File: config.mk
export PLATFORM = sky130hd
export DESIGN_NAME = file_uri_percent_decoder_unit
export DESIGN_NICKNAME = d
export VERILOG_FILES = /design/src/rtl/core/fupd_pkg.sv /design/src/rtl/core/fupd_front.sv /design/src/rtl/core/fupd_queue.sv /design/src/rtl/core/fupd_back.sv /design/src/rtl/core/file_uri_percent_decoder_unit.sv
export VERILOG_INCLUDE_DIRS = /design/src /design/src/rtl/core
export SDC_FILE = /design/constraint.sdc
export NUM_CORES = 1
export LEC_CHECK = 0
export BUFFER_PORTS_ARGS = -buffer_cell sky130_fd_sc_hd__buf_2
export CAP_MARGIN = 0
export CORE_MARGIN = 1.5
export CORE_UTILIZATION = 40
export CTS_BUF_LIST = sky130_fd_sc_hd__clkbuf_2 sky130_fd_sc_hd__clkbuf_4 sky130_fd_sc_hd__clkbuf_8
export DETAILED_ROUTE_END_ITERATION = 8
export MAX_ROUTING_LAYER = met4
export SYNTH_ARGS = -nofsm -noshare
export SYNTH_HDL_FRONTEND = slang
export SYNTH_SLANG_ARGS = --single-unit
File: constraint.sdc
create_clock -name i_clk -period 9.6 [get_ports i_clk]
set_input_delay 0.96 -clock i_clk [delete_from_list [all_inputs] [get_ports i_clk]]
set_output_delay 0.96 -clock i_clk [all_outputs]
set_load 0.03 [all_outputs]
File: src/rtl/core/file_uri_percent_decoder_unit_assert.svh
// Assertion macros used by the decoder back end, fupd_back.
// Each macro expects i_clk and i_rst_n in the module that uses it.
`ifndef FILE_URI_PERCENT_DECODER_UNIT_ASSERT_SVH
`define FILE_URI_PERCENT_DECODER_UNIT_ASSERT_SVH

// The consequence must hold in the same cycle as the antecedent.
`define FUPD_ASSERT_IMPL(lbl, ante, cons, msg) \
    lbl: assert property (@(posedge i_clk) disable iff (!i_rst_n) (ante) |-> (cons)) \
        else $error(msg);

// The consequence must hold in the cycle after the antecedent.
`define FUPD_ASSERT_NEXT(lbl, ante, cons, msg) \
    lbl: assert property (@(posedge i_clk) disable iff (!i_rst_n) (ante) |=> (cons)) \
        else $error(msg);

`endif

File: src/rtl/core/fupd_pkg.sv
`timescale 1ns / 1ps

package fupd_pkg;

    localparam int         PREFIX_LEN = 7;
    localparam logic [7:0] CH_PCT     = 8'h25;
    localparam logic [2:0] TAIL_FULL  = 3'd4;

    typedef struct packed {
        logic [7:0] ch;
        logic       is_end;
    } t_token;

    typedef struct packed {
        logic [7:0] out_char;
        logic       char_valid;
        logic       end_of_string;
        logic       status;
        logic       pdf_suffix;
    } t_result;

    function automatic logic [7:0] prefix_char(input logic [2:0] idx);
        logic [7:0] ch;
        case (idx)
            3'd0:    ch = "f";
            3'd1:    ch = "i";
            3'd2:    ch = "l";
            3'd3:    ch = "e";
            3'd4:    ch = ":";
            default: ch = "/";
        endcase
        return ch;
    endfunction

    function automatic logic [7:0] pdf_char(input logic [1:0] idx);
        logic [7:0] ch;
        case (idx)
            2'd0:    ch = ".";
            2'd1:    ch = "p";
            2'd2:    ch = "d";
            default: ch = "f";
        endcase
        return ch;
    endfunction

    function automatic logic [7:0] to_lower(input logic [7:0] c);
        logic [7:0] r;
        r = c;
        if (c >= "A" && c <= "Z") begin
            r = c + 8'd32;
        end
        return r;
    endfunction

    function automatic logic is_hex(input logic [7:0] c);
        logic [7:0] l;
        l = to_lower(c);
        return (c >= "0" && c <= "9") || (l >= "a" && l <= "f");
    endfunction

    function automatic logic [3:0] hex_val(input logic [7:0] c);
        logic [7:0] l;
        logic [7:0] v;
        l = to_lower(c);
        if (c >= "0" && c <= "9") begin
            v = c - "0";
        end else begin
            v = l - "a" + 8'd10;
        end
        return v[3:0];
    endfunction

endpackage

File: src/rtl/core/fupd_front.sv
`timescale 1ns / 1ps

module fupd_front (
    input  logic            i_clk,
    input  logic            i_rst_n,
    input  logic            i_valid,
    output logic            o_ready,
    input  logic [7:0]      i_in_char,
    input  logic            i_has_char,
    input  logic            i_is_last,
    output logic            o_tok_valid,
    output fupd_pkg::t_token o_tok,
    input  logic            i_tok_ready
);

    logic [2:0] r_prog;
    logic       r_done;
    logic       r_pv;
    logic [2:0] r_idx;
    logic [2:0] r_n;
    logic [7:0] r_c;
    logic       r_ec;
    logic       r_ee;

    logic [2:0] prog_inc;
    logic       match;
    logic       complete;
    logic       mismatch;
    logic       plan_ec;
    logic [2:0] plan_n;
    logic       plan_any;
    logic       in_flush;
    logic       push;
    logic       final_tok;
    logic       accept;

    assign prog_inc = r_prog + 3'd1;
    assign match    = i_has_char && !r_done && (i_in_char == fupd_pkg::prefix_char(r_prog));
    assign complete = match && (prog_inc == 3'(fupd_pkg::PREFIX_LEN));
    assign mismatch = i_has_char && !r_done && !match;
    assign plan_ec  = i_has_char && (r_done || mismatch);

    always_comb begin
        plan_n = 3'd0;
        if (mismatch) begin
            plan_n = r_prog;
        end else if (i_is_last && !r_done && !complete) begin
            plan_n = match ? prog_inc : r_prog;
        end
    end

    assign plan_any = plan_ec || i_is_last || (plan_n != 3'd0);

    assign in_flush      = r_idx < r_n;
    assign o_tok.ch      = in_flush ? fupd_pkg::prefix_char(r_idx) : r_c;
    assign o_tok.is_end  = !in_flush && !r_ec;
    assign o_tok_valid   = r_pv;
    assign push          = r_pv && i_tok_ready;
    assign final_tok     = in_flush ? ((3'(r_idx + 3'd1) == r_n) && !r_ec && !r_ee)
                                    : (r_ec ? !r_ee : 1'b1);
    assign o_ready       = !r_pv || (push && final_tok);
    assign accept        = i_valid && o_ready;

    always_ff @(posedge i_clk) begin
        if (!i_rst_n) begin
            r_prog <= 3'd0;
            r_done <= 1'b0;
            r_pv   <= 1'b0;
            r_ec   <= 1'b0;
            r_ee   <= 1'b0;
        end else begin
            if (accept) begin
                r_pv  <= plan_any;
                r_idx <= 3'd0;
                r_n   <= plan_n;
                r_c   <= i_in_char;
                r_ec  <= plan_ec;
                r_ee  <= i_is_last;
                if (i_is_last) begin
                    r_prog <= 3'd0;
                    r_done <= 1'b0;
                end else if (match) begin
                    r_prog <= complete ? 3'd0 : prog_inc;
                    r_done <= complete;
                end else if (mismatch) begin
                    r_prog <= 3'd0;
                    r_done <= 1'b1;
                end
            end else if (push) begin
                if (in_flush) begin
                    r_idx <= r_idx + 3'd1;
                end else if (r_ec) begin
                    r_ec <= 1'b0;
                end else begin
                    r_ee <= 1'b0;
                end
                if (final_tok) begin
                    r_pv <= 1'b0;
                end
            end
        end
    end

endmodule

File: src/rtl/core/fupd_queue.sv
`timescale 1ns / 1ps

module fupd_queue #(
    parameter int DEPTH = 4
) (
    input  logic             i_clk,
    input  logic             i_rst_n,
    input  logic             i_push_valid,
    output logic             o_push_ready,
    input  fupd_pkg::t_token i_data,
    output logic             o_pop_valid,
    input  logic             i_pop_ready,
    output fupd_pkg::t_token o_data
);

    localparam int AW = (DEPTH > 1) ? $clog2(DEPTH) : 1;
    localparam int CW = $clog2(DEPTH + 1);

    fupd_pkg::t_token r_mem [DEPTH];
    logic [AW-1:0]    r_wr;
    logic [AW-1:0]    r_rd;
    logic [CW-1:0]    r_cnt;

    logic push;
    logic pop;

    assign o_push_ready = r_cnt != CW'(DEPTH);
    assign o_pop_valid  = r_cnt != '0;
    assign o_data       = r_mem[r_rd];
    assign push         = i_push_valid && o_push_ready;
    assign pop          = o_pop_valid && i_pop_ready;

    always_ff @(posedge i_clk) begin
        if (push) begin
            r_mem[r_wr] <= i_data;
        end
    end

    always_ff @(posedge i_clk) begin
        if (!i_rst_n) begin
            r_wr  <= '0;
            r_rd  <= '0;
            r_cnt <= '0;
        end else begin
            if (push) begin
                r_wr <= (r_wr == AW'(DEPTH - 1)) ? '0 : r_wr + AW'(1);
            end
            if (pop) begin
                r_rd <= (r_rd == AW'(DEPTH - 1)) ? '0 : r_rd + AW'(1);
            end
            if (push && !pop) begin
                r_cnt <= r_cnt + CW'(1);
            end else if (pop && !push) begin
                r_cnt <= r_cnt - CW'(1);
            end
        end
    end

endmodule

File: src/rtl/core/fupd_back.sv
`timescale 1ns / 1ps

`include "file_uri_percent_decoder_unit_assert.svh"

module fupd_back (
    input  logic              i_clk,
    input  logic              i_rst_n,
    input  logic              i_tok_valid,
    output logic              o_tok_ready,
    input  fupd_pkg::t_token  i_tok,
    output logic              o_res_valid,
    output fupd_pkg::t_result o_res,
    input  logic              i_res_ready
);

    logic [1:0]        r_pc;
    logic [7:0]        r_pd;
    logic              r_err;
    logic [7:0]        r_tail [4];
    logic [2:0]        r_tcnt;
    logic [1:0]        r_sub;
    logic              r_ov;
    fupd_pkg::t_result r_res;

    logic [1:0]        w_n;
    logic [7:0]        w_b0;
    logic [7:0]        w_b1;
    logic [7:0]        w_b2;
    logic [1:0]        n_pc;
    logic [7:0]        n_pd;
    logic              n_err;
    logic [7:0]        dec_b;
    logic              hv;
    logic              pct;
    logic [7:0]        cur_byte;
    logic              stat_word;
    logic              pdf_match;
    logic              out_free;
    logic              step;
    logic              last_step;
    logic              emit;
    fupd_pkg::t_result word;

    assign hv    = fupd_pkg::is_hex(i_tok.ch);
    assign pct   = i_tok.ch == fupd_pkg::CH_PCT;
    assign dec_b = {fupd_pkg::hex_val(r_pd), fupd_pkg::hex_val(i_tok.ch)};

    // Each word from the queue expands into at most three result words.
    always_comb begin
        w_n   = 2'd0;
        w_b0  = fupd_pkg::CH_PCT;
        w_b1  = r_pd;
        w_b2  = i_tok.ch;
        n_pc  = r_pc;
        n_pd  = r_pd;
        n_err = r_err;
        if (i_tok.is_end) begin
            n_pc  = 2'd0;
            n_err = 1'b0;
            if (r_err) begin
                w_n = 2'd1;
            end else begin
                case (r_pc)
                    2'd1:    w_n = 2'd2;
                    2'd2:    w_n = 2'd3;
                    default: w_n = 2'd1;
                endcase
            end
        end else if (!r_err) begin
            case (r_pc)
                2'd2: begin
                    if (hv) begin
                        n_pc = 2'd0;
                        if (dec_b == 8'd0) begin
                            n_err = 1'b1;
                        end else begin
                            w_n  = 2'd1;
                            w_b0 = dec_b;
                        end
                    end else if (pct) begin
                        w_n  = 2'd2;
                        n_pc = 2'd1;
                    end else begin
                        w_n  = 2'd3;
                        n_pc = 2'd0;
                    end
                end
                2'd1: begin
                    if (hv) begin
                        n_pd = i_tok.ch;
                        n_pc = 2'd2;
                    end else if (pct) begin
                        w_n = 2'd1;
                    end else begin
                        w_n  = 2'd2;
                        w_b1 = i_tok.ch;
                        n_pc = 2'd0;
                    end
                end
                default: begin
                    if (pct) begin
                        n_pc = 2'd1;
                    end else begin
                        w_n  = 2'd1;
                        w_b0 = i_tok.ch;
                    end
                end
            endcase
        end
    end

    always_comb begin
        case (r_sub)
            2'd0:    cur_byte = w_b0;
            2'd1:    cur_byte = w_b1;
            default: cur_byte = w_b2;
        endcase
    end

    always_comb begin
        pdf_match = r_tcnt >= fupd_pkg::TAIL_FULL;
        for (int i = 0; i < 4; i++) begin
            if (fupd_pkg::to_lower(r_tail[i]) != fupd_pkg::pdf_char(2'(i))) begin
                pdf_match = 1'b0;
            end
        end
    end

    assign last_step = (w_n == 2'd0) || (r_sub == 2'(w_n - 2'd1));
    assign stat_word = i_tok.is_end && last_step;

    always_comb begin
        if (stat_word) begin
            word.out_char      = 8'd0;
            word.char_valid    = 1'b0;
            word.end_of_string = 1'b1;
            word.status        = r_err;
            word.pdf_suffix    = !r_err && pdf_match;
        end else begin
            word.out_char      = cur_byte;
            word.char_valid    = 1'b1;
            word.end_of_string = 1'b0;
            word.status        = 1'b0;
            word.pdf_suffix    = 1'b0;
        end
    end

    assign out_free    = !r_ov || i_res_ready;
    assign step        = i_tok_valid && ((w_n == 2'd0) || out_free);
    assign emit        = step && (w_n != 2'd0);
    assign o_tok_ready = step && last_step;
    assign o_res_valid = r_ov;
    assign o_res       = r_res;

    always_ff @(posedge i_clk) begin
        if (emit) begin
            r_res <= word;
        end
        if (emit && !stat_word) begin
            r_tail[0] <= r_tail[1];
            r_tail[1] <= r_tail[2];
            r_tail[2] <= r_tail[3];
            r_tail[3] <= cur_byte;
        end
        if (o_tok_ready) begin
            r_pd <= n_pd;
        end
    end

    always_ff @(posedge i_clk) begin
        if (!i_rst_n) begin
            r_pc   <= 2'd0;
            r_err  <= 1'b0;
            r_tcnt <= 3'd0;
            r_sub  <= 2'd0;
            r_ov   <= 1'b0;
        end else begin
            if (emit) begin
                r_ov <= 1'b1;
            end else if (i_res_ready) begin
                r_ov <= 1'b0;
            end
            if (o_tok_ready && i_tok.is_end) begin
                r_tcnt <= 3'd0;
            end else if (emit && !stat_word && r_tcnt != fupd_pkg::TAIL_FULL) begin
                r_tcnt <= r_tcnt + 3'd1;
            end
            if (step) begin
                if (last_step) begin
                    r_sub <= 2'd0;
                    r_pc  <= n_pc;
                    r_err <= n_err;
                end else begin
                    r_sub <= r_sub + 2'd1;
                end
            end
        end
    end

    `FUPD_ASSERT_IMPL(a_sub_in_list, i_tok_valid && w_n != 2'd0, r_sub < w_n, "step index beyond word list")
    `FUPD_ASSERT_IMPL(a_no_byte_after_error, emit && !stat_word, !r_err, "byte emitted after error")
    `FUPD_ASSERT_NEXT(a_end_clears, o_tok_ready && i_tok.is_end, !r_err && r_pc == 2'd0 && r_tcnt == 3'd0, "state not cleared after end")

endmodule

File: src/rtl/core/file_uri_percent_decoder_unit.sv
`timescale 1ns / 1ps
// A plain character passes the front stage, the queue and the result register.
// Throughput: one word per cycle unless the output stalls; a word that expands
// into several result words (prefix flush, broken escape, end of string) emits them in turn.
// The front stage holds its input while it flushes a matched prefix part.
// Reset is synchronous and active low; it clears all control state at once.

module file_uri_percent_decoder_unit #(
    parameter int QUEUE_DEPTH = 4
) (
    input  logic       i_clk,
    input  logic       i_rst_n,
    input  logic       i_valid,
    output logic       o_ready,
    input  logic [7:0] i_in_char,
    input  logic       i_has_char,
    input  logic       i_is_last,
    output logic       o_valid,
    input  logic       i_ready,
    output logic [7:0] o_out_char,
    output logic       o_char_valid,
    output logic       o_end_of_string,
    output logic       o_status,
    output logic       o_pdf_suffix
);

    logic              front_valid;
    logic              front_ready;
    fupd_pkg::t_token  front_tok;
    logic              back_valid;
    logic              back_ready;
    fupd_pkg::t_token  back_tok;
    fupd_pkg::t_result res;

    fupd_front u_front (
        .i_clk       (i_clk),
        .i_rst_n     (i_rst_n),
        .i_valid     (i_valid),
        .o_ready     (o_ready),
        .i_in_char   (i_in_char),
        .i_has_char  (i_has_char),
        .i_is_last   (i_is_last),
        .o_tok_valid (front_valid),
        .o_tok       (front_tok),
        .i_tok_ready (front_ready)
    );

    fupd_queue #(
        .DEPTH (QUEUE_DEPTH)
    ) u_queue (
        .i_clk        (i_clk),
        .i_rst_n      (i_rst_n),
        .i_push_valid (front_valid),
        .o_push_ready (front_ready),
        .i_data       (front_tok),
        .o_pop_valid  (back_valid),
        .i_pop_ready  (back_ready),
        .o_data       (back_tok)
    );

    fupd_back u_back (
        .i_clk       (i_clk),
        .i_rst_n     (i_rst_n),
        .i_tok_valid (back_valid),
        .o_tok_ready (back_ready),
        .i_tok       (back_tok),
        .o_res_valid (o_valid),
        .o_res       (res),
        .i_res_ready (i_ready)
    );

    assign o_out_char      = res.out_char;
    assign o_char_valid    = res.char_valid;
    assign o_end_of_string = res.end_of_string;
    assign o_status        = res.status;
    assign o_pdf_suffix    = res.pdf_suffix;

endmodule

# After elaboration in Yosys (flattened, before gate mapping)
# Memories as Yosys holds them, arrays and structs flattened. A register that Yosys moved wholly into a read port is not among the register bits.
# Cells that the tools add are included.
dict set report classes {
  add_sub_neg 21
  order_cmp 20
  eq_ne 28
  mux 89
  n_bitwise 3
  reduce_logical 78
}
# op count
set op_table {}
lappend op_table {{8-bit two-way mux} 16}
lappend op_table {{7-bit one-hot mux with 5 select lines} 2}
lappend op_table {{8-bit by 7-bit greater-or-equal comparator with 1-bit output (second input constant)} 7}
lappend op_table {{8-bit by 7-bit less-or-equal comparator with 1-bit output (second input constant)} 7}
lappend op_table {{8-bit by 6-bit adder with 8-bit output (second input constant)} 5}
lappend op_table {{1-bit two-way mux} 34}
lappend op_table {{2-bit two-way mux} 17}
lappend op_table {{1-bit logical AND} 33}
lappend op_table {{3-bit two-way mux} 11}
lappend op_table {{8-bit one-hot mux with 2 select lines} 2}
lappend op_table {{8-bit by 7-bit != test with 1-bit output (second input constant)} 3}
lappend op_table {{8-bit by 6-bit greater-or-equal comparator with 1-bit output (second input constant)} 2}
lappend op_table {{8-bit by 6-bit less-or-equal comparator with 1-bit output (second input constant)} 2}
lappend op_table {{4-bit two-way mux} 4}
lappend op_table {{4-bit by 1-bit subtractor with 4-bit output (second input constant)} 4}
lappend op_table {{3-bit by 1-bit adder with 3-bit output (second input constant)} 4}
lappend op_table {{3-bit by 2-bit == test with 1-bit output (second input constant)} 4}
lappend op_table {{1-bit zero test} 12}
lappend op_table {{2-bit one-hot mux with 2 select lines} 3}
lappend op_table {{2-bit nonzero test} 6}
lappend op_table {{2-bit AND reduction} 5}
lappend op_table {{5-bit AND reduction} 2}
lappend op_table {{3-bit == test (second input constant)} 3}
lappend op_table {{3-bit nonzero test} 3}
lappend op_table {{27 further kinds} 48}
dict set report totals {
  reg_bits 57
  ramBits 68
  inputBits 14
  wordCells 263
  mem_count 2
}
# memory words width read_ports rd_ports_with_merged_regs write_ports line_no
set memory_table {}
lappend memory_table {u_queue.r_mem 4 9 1 1 1 fupd_queue.sv:19} ;# fupd_pkg::t_token r_mem [DEPTH];
lappend memory_table {u_back.r_tail 4 8 4 0 4 fupd_back.sv:19} ;# logic [7:0] r_tail [4];

# Depth between registers and ports, before layout
dict set report depth {
  depth_word 20
  ltp_mapped 24
  depth_no_buf 22
}

# Modules after synthesis
# A second synthesis with hierarchy kept.
dict set report hier_totals {
  cells_unflattened 622
  hier_area_um2 7019.2
}
# mod n_inst cells_each area_per_inst_um2 seq_area_each_um2
set modules_own_cells {}
lappend modules_own_cells {fupd_back 1 339 3587.2 1741.7}
lappend modules_own_cells {fupd_queue 1 98 1778.0 1261.2}
lappend modules_own_cells {fupd_front 1 185 1654.1 560.5}

# Worst setup path before layout
# No wires, ideal clock.
dict set report synth_path {
  kind {reg-to-reg}
  start {register with a tool-made name}
  end {register u_back.r_tcnt[0]}
  t_arrival_ns 6.546
  required_time_ns 9.470
  path_slack_ns 2.924
  stages_incl_launch_ff 21
  n_path_buf 1
  period_less_slack_ns 6.676
  path_cell_list {dfxtp_1 -> buf_6 -> mux4_2 -> ha_1 -> o21ai_0 -> o221a_2 -> nor2_1 -> o31ai_1 -> nand4b_1 -> nor2_1 -> o21ai_0 -> a21boi_0 -> ha_1 -> xor2_1 -> a21boi_0 -> o211ai_1 -> nand2_1 -> nor3_1 -> nand2_1 -> xnor2_1 -> nor2_1}
}
# element line_no
set synth_rtl {}
lappend synth_rtl {{end signal, assigned} fupd_back.sv:186} ;# r_tcnt <= r_tcnt + 3'd1;
lappend synth_rtl {{end, declared} fupd_back.sv:20} ;# logic [2:0] r_tcnt;

==> metrics.txt <==
placed cell areas=7153 sq um; Post-synth top cells=edfxtp_1, inv_1, ha_1; status=finished clean; RSZ-0062 raised after global routing=no; share of layout cells above drive strength 1=14.13%; FFs w/ async S/R, synth=0%; XOR/XNOR share of the synthesized area=2.056%; synth warn=0; met2 Use GR=28.84%; R2R depth=21; type of origin of the critical path=register; clk_lat worst skew=450 ps; M3 GR Usage=3.805%; mux cell area share after synthesis=5.066%; grt peak-use layer=met2; fin cells=857; Worst IR Drop VDD=0.0001791 V; leakage power=2.727 nW; Fmax=176.8 MHz; worst hold path class=register to register; kind of critical path=register to register; final setup fails=0; first-pass GRT wire length=23030 um; final hold vios=0; FP Rows=47; via count=4713; min Tclk post-route=5657 ps; CTS H-tree depth=4; port buffer count=27; vias in the first global route=4738; TritonCTS buffer count=17; largest net degree at the start of global routing=37; Most used DFF post-synth=edfxtp_1; pin slew with the least headroom to its limit=1174 ps; Netlist Area Pre-Place=6817 sq um; root buffer cell=clkbuf_8; GRT met1 Usage=18.59%; clock-pin slew on the worst setup and hold paths=70 ps; cts repair resizes=0; die width=133.5 um; Pins Over Slew Limit=0; GPL Wtd Cong=0.9087; worst path cell trace=mux4_2 -> ha_1 -> o21ai_0 -> o221a_2 -> nor2_1 -> o31ai_1 -> nand4b_1 -> nor2_1 -> o21ai_0 -> a21boi_0 -> ha_1 -> xor2_1 -> nor2_1 -> nor2_1 -> o21ai_4 -> ha_1 -> inv_1 -> fa_1 -> xor2_1 -> or3_1 -> a21boi_0; PD cells=269.3 nW/um^2; initial DRC count=313; relative slew slack=21.42%; register area share after synthesis=52.28%; Synthesized Nets=653; diode count=0; total of max-cap violations=0; Post-Synth Simple-Gate Area=14.90%; CP most frequent cell=nor2_1; CTS Hold Bufs=0; layout filler cell count=1500; main combinational cell family by area after synthesis=simple AND/OR/NAND/NOR gates; Synth-to-Final Area Change=11.18%; required time worst endpoint=9960 ps; Initial Utilization=40.96%; CP arrival=6020 ps; clock buffer depth=2; setup bufs post-CTS=0; #FFs+latches synth=127; Worst Skew=9.197 ps; die height=133.5 um; Final #Nets=685; grt total ovfl=0; number of synthesized flops with an enable pin=102; placed cells=826; Routed Wire Length=13970 um; synthesized area per cell=11.50 sq um; Post-Synth Adder-Cell Area=8.554%; hold depth=0; setup tns final=0 ps; Max stage delay on crit path=710 ps; area of the core=16640 sq um; period utilization=58.93%; Synth Area in Compound Gates=13.23%; Overall Global Routing Usage=17.12%; Detail Placement HPWL=10250 um; DR vias/cell=5.499; synth top area cells=edfxtp_1, ha_1, dfxtp_1; DRT Pass-1 Iters=5; CTS tree=yes; initial antenna violation count=0; area share of the largest cell type after synthesis=44.93%; CP Capture Type=register; post-route ant nets=0; WL per Instance=16.30 um; gate count of the mapped netlist=593; design area=7579 sq um; post-synthesis cell type count=73; most common cell in the netlist=edfxtp_1; area leader, netlist=edfxtp_1; CTS sink cnt=127; DRC viols=0; die area=17830 sq um; Max Fanout on Critical Path=11; I/O pin count=28; slowest CP cell=dfxtp_1
-- worst paths after layout --
check / startpoint / to / slack (ps)
worst max register to register: register / u_queue.r_cnt[2]$_SDFFE_PN0P_ / 3940
worst max-delay path: register / u_queue.r_cnt[2]$_SDFFE_PN0P_ / 3940
worst min register to register: u_back.r_tail[3][4]$_DFFE_PN_ / u_back.r_tail[2][4]$_DFFE_PN_ / 450
worst min-delay path: u_back.r_tail[3][4]$_DFFE_PN_ / u_back.r_tail[2][4]$_DFFE_PN_ / 450
-- critical path: cells and delay by family (launching register included) --
family	cells	cell delay [ps]
xor+xnor	2	330
mux	1	700
flops	1	710
simple gates	6	1070
buf+inv	1	60
fa+ha+maj	4	1190
compound gates	7	1490
-- power by group --
group	switching [mW]	internal (mW)
combinational	0.455	0.227
clock	0.213	0.281
sequential	0.0708	0.794
-- flip-flops by register name, summed over array words and instances (netlist names), named ones only --
signal	flops
u_queue.r_mem	36
u_back.r_tail	32
u_back.o_res	12
u_back.r_pd	8
u_front.r_c	8
u_back.r_tcnt	3
u_front.r_idx	3
u_front.r_n	3
u_front.r_prog	3
u_queue.r_cnt	3
u_back.r_pc	2
u_back.r_sub	2
u_queue.r_rd	2
u_queue.r_wr	2
u_back.o_res_valid	1
u_back.r_err	1
u_front.o_tok_valid	1
u_front.r_done	1
u_front.r_ec	1
u_front.r_ee	1
-- stage by stage --
| stage | power, mW | util (%) | worst slack, ps | hold slack (ps) |
|---|---|---|---|---|
| finish | 2.041 | 45.54 | 3943 | 447.4 |
| global route | 2.173 | 45.54 | 3519 | 453.6 |
| CTS | 2.054 | 45.54 | 3965 | 446.6 |
| detailed placement | 1.560 | 42.98 | 4007 | 434.6 |
| global placement | 1.533 | 42.98 | 4175 | 427.5 |
| floorplan | 1.376 | - | 2924 | 416.6 |
-- per-layer routing --
layer | wire length (um) | vias up | share of wire, %
li1 | - | 2281 | -
met1 | 5947 | 2271 | 43
met2 | 6947 | 117 | 50
met3 | 517 | 44 | 3.7
met4 | 556 | 0 | 4.0
met5 | 0 | - | 0
-- placed cells by master (no fill, tap or decap), drive strengths merged, types with 5 or more instances in the layout --
| master | netlist | layout |
|---|---|---|
| nand2b | 5 | 5 |
| a31oi | 12 | 12 |
| and3 | 7 | 7 |
| dfxtp | 25 | 25 |
| inv | 46 | 47 |
| mux4 | 9 | 9 |
| buf | 10 | 29 |
| xnor2 | 11 | 11 |
| and2 | 13 | 13 |
| nor3 | 14 | 14 |
| a21boi | 6 | 6 |
| nand4 | 7 | 7 |
| mux2i | 9 | 9 |
| o221ai | 7 | 7 |
| nand3 | 16 | 16 |
| ha | 45 | 45 |
| clkbuf | 6 | 17 |
| nand2 | 44 | 44 |
| o21a | 8 | 8 |
| a21oi | 24 | 24 |
| o211ai | 7 | 7 |
| nor2b | 9 | 9 |
| nor2 | 37 | 37 |
| edfxtp | 102 | 102 |
| o31ai | 6 | 6 |
| xor2 | 5 | 5 |
| clkinv | 0 | 8 |
| o21ai | 35 | 35 |
-- cells by family after synthesis --
family,after synthesis
AND/OR/NAND/NOR,187
AO/OA/AOI/OAI,133
flip-flops,127
buffers and inverters,62
adder cells (fa/ha/maj),46
multiplexers,22
XOR/XNOR,16
-- cell type report --
| class | instances | area [sq um] | area share (%) |
|---|---|---|---|
| Inverter | 46 | 172.7 | 2.278 |
| Tap cell | 220 | 275.3 | 3.632 |
| Clock inverter | 14 | 191.4 | 2.526 |
| Clock buffer | 17 | 234.0 | 3.087 |
| Timing Repair Buffer | 29 | 150.1 | 1.981 |
| Multi-Input combinational cell | 404 | 2992 | 39.47 |
| Sequential cell | 127 | 3563 | 47.02 |
No activity file was read; power rests on OpenSTA's default activity.
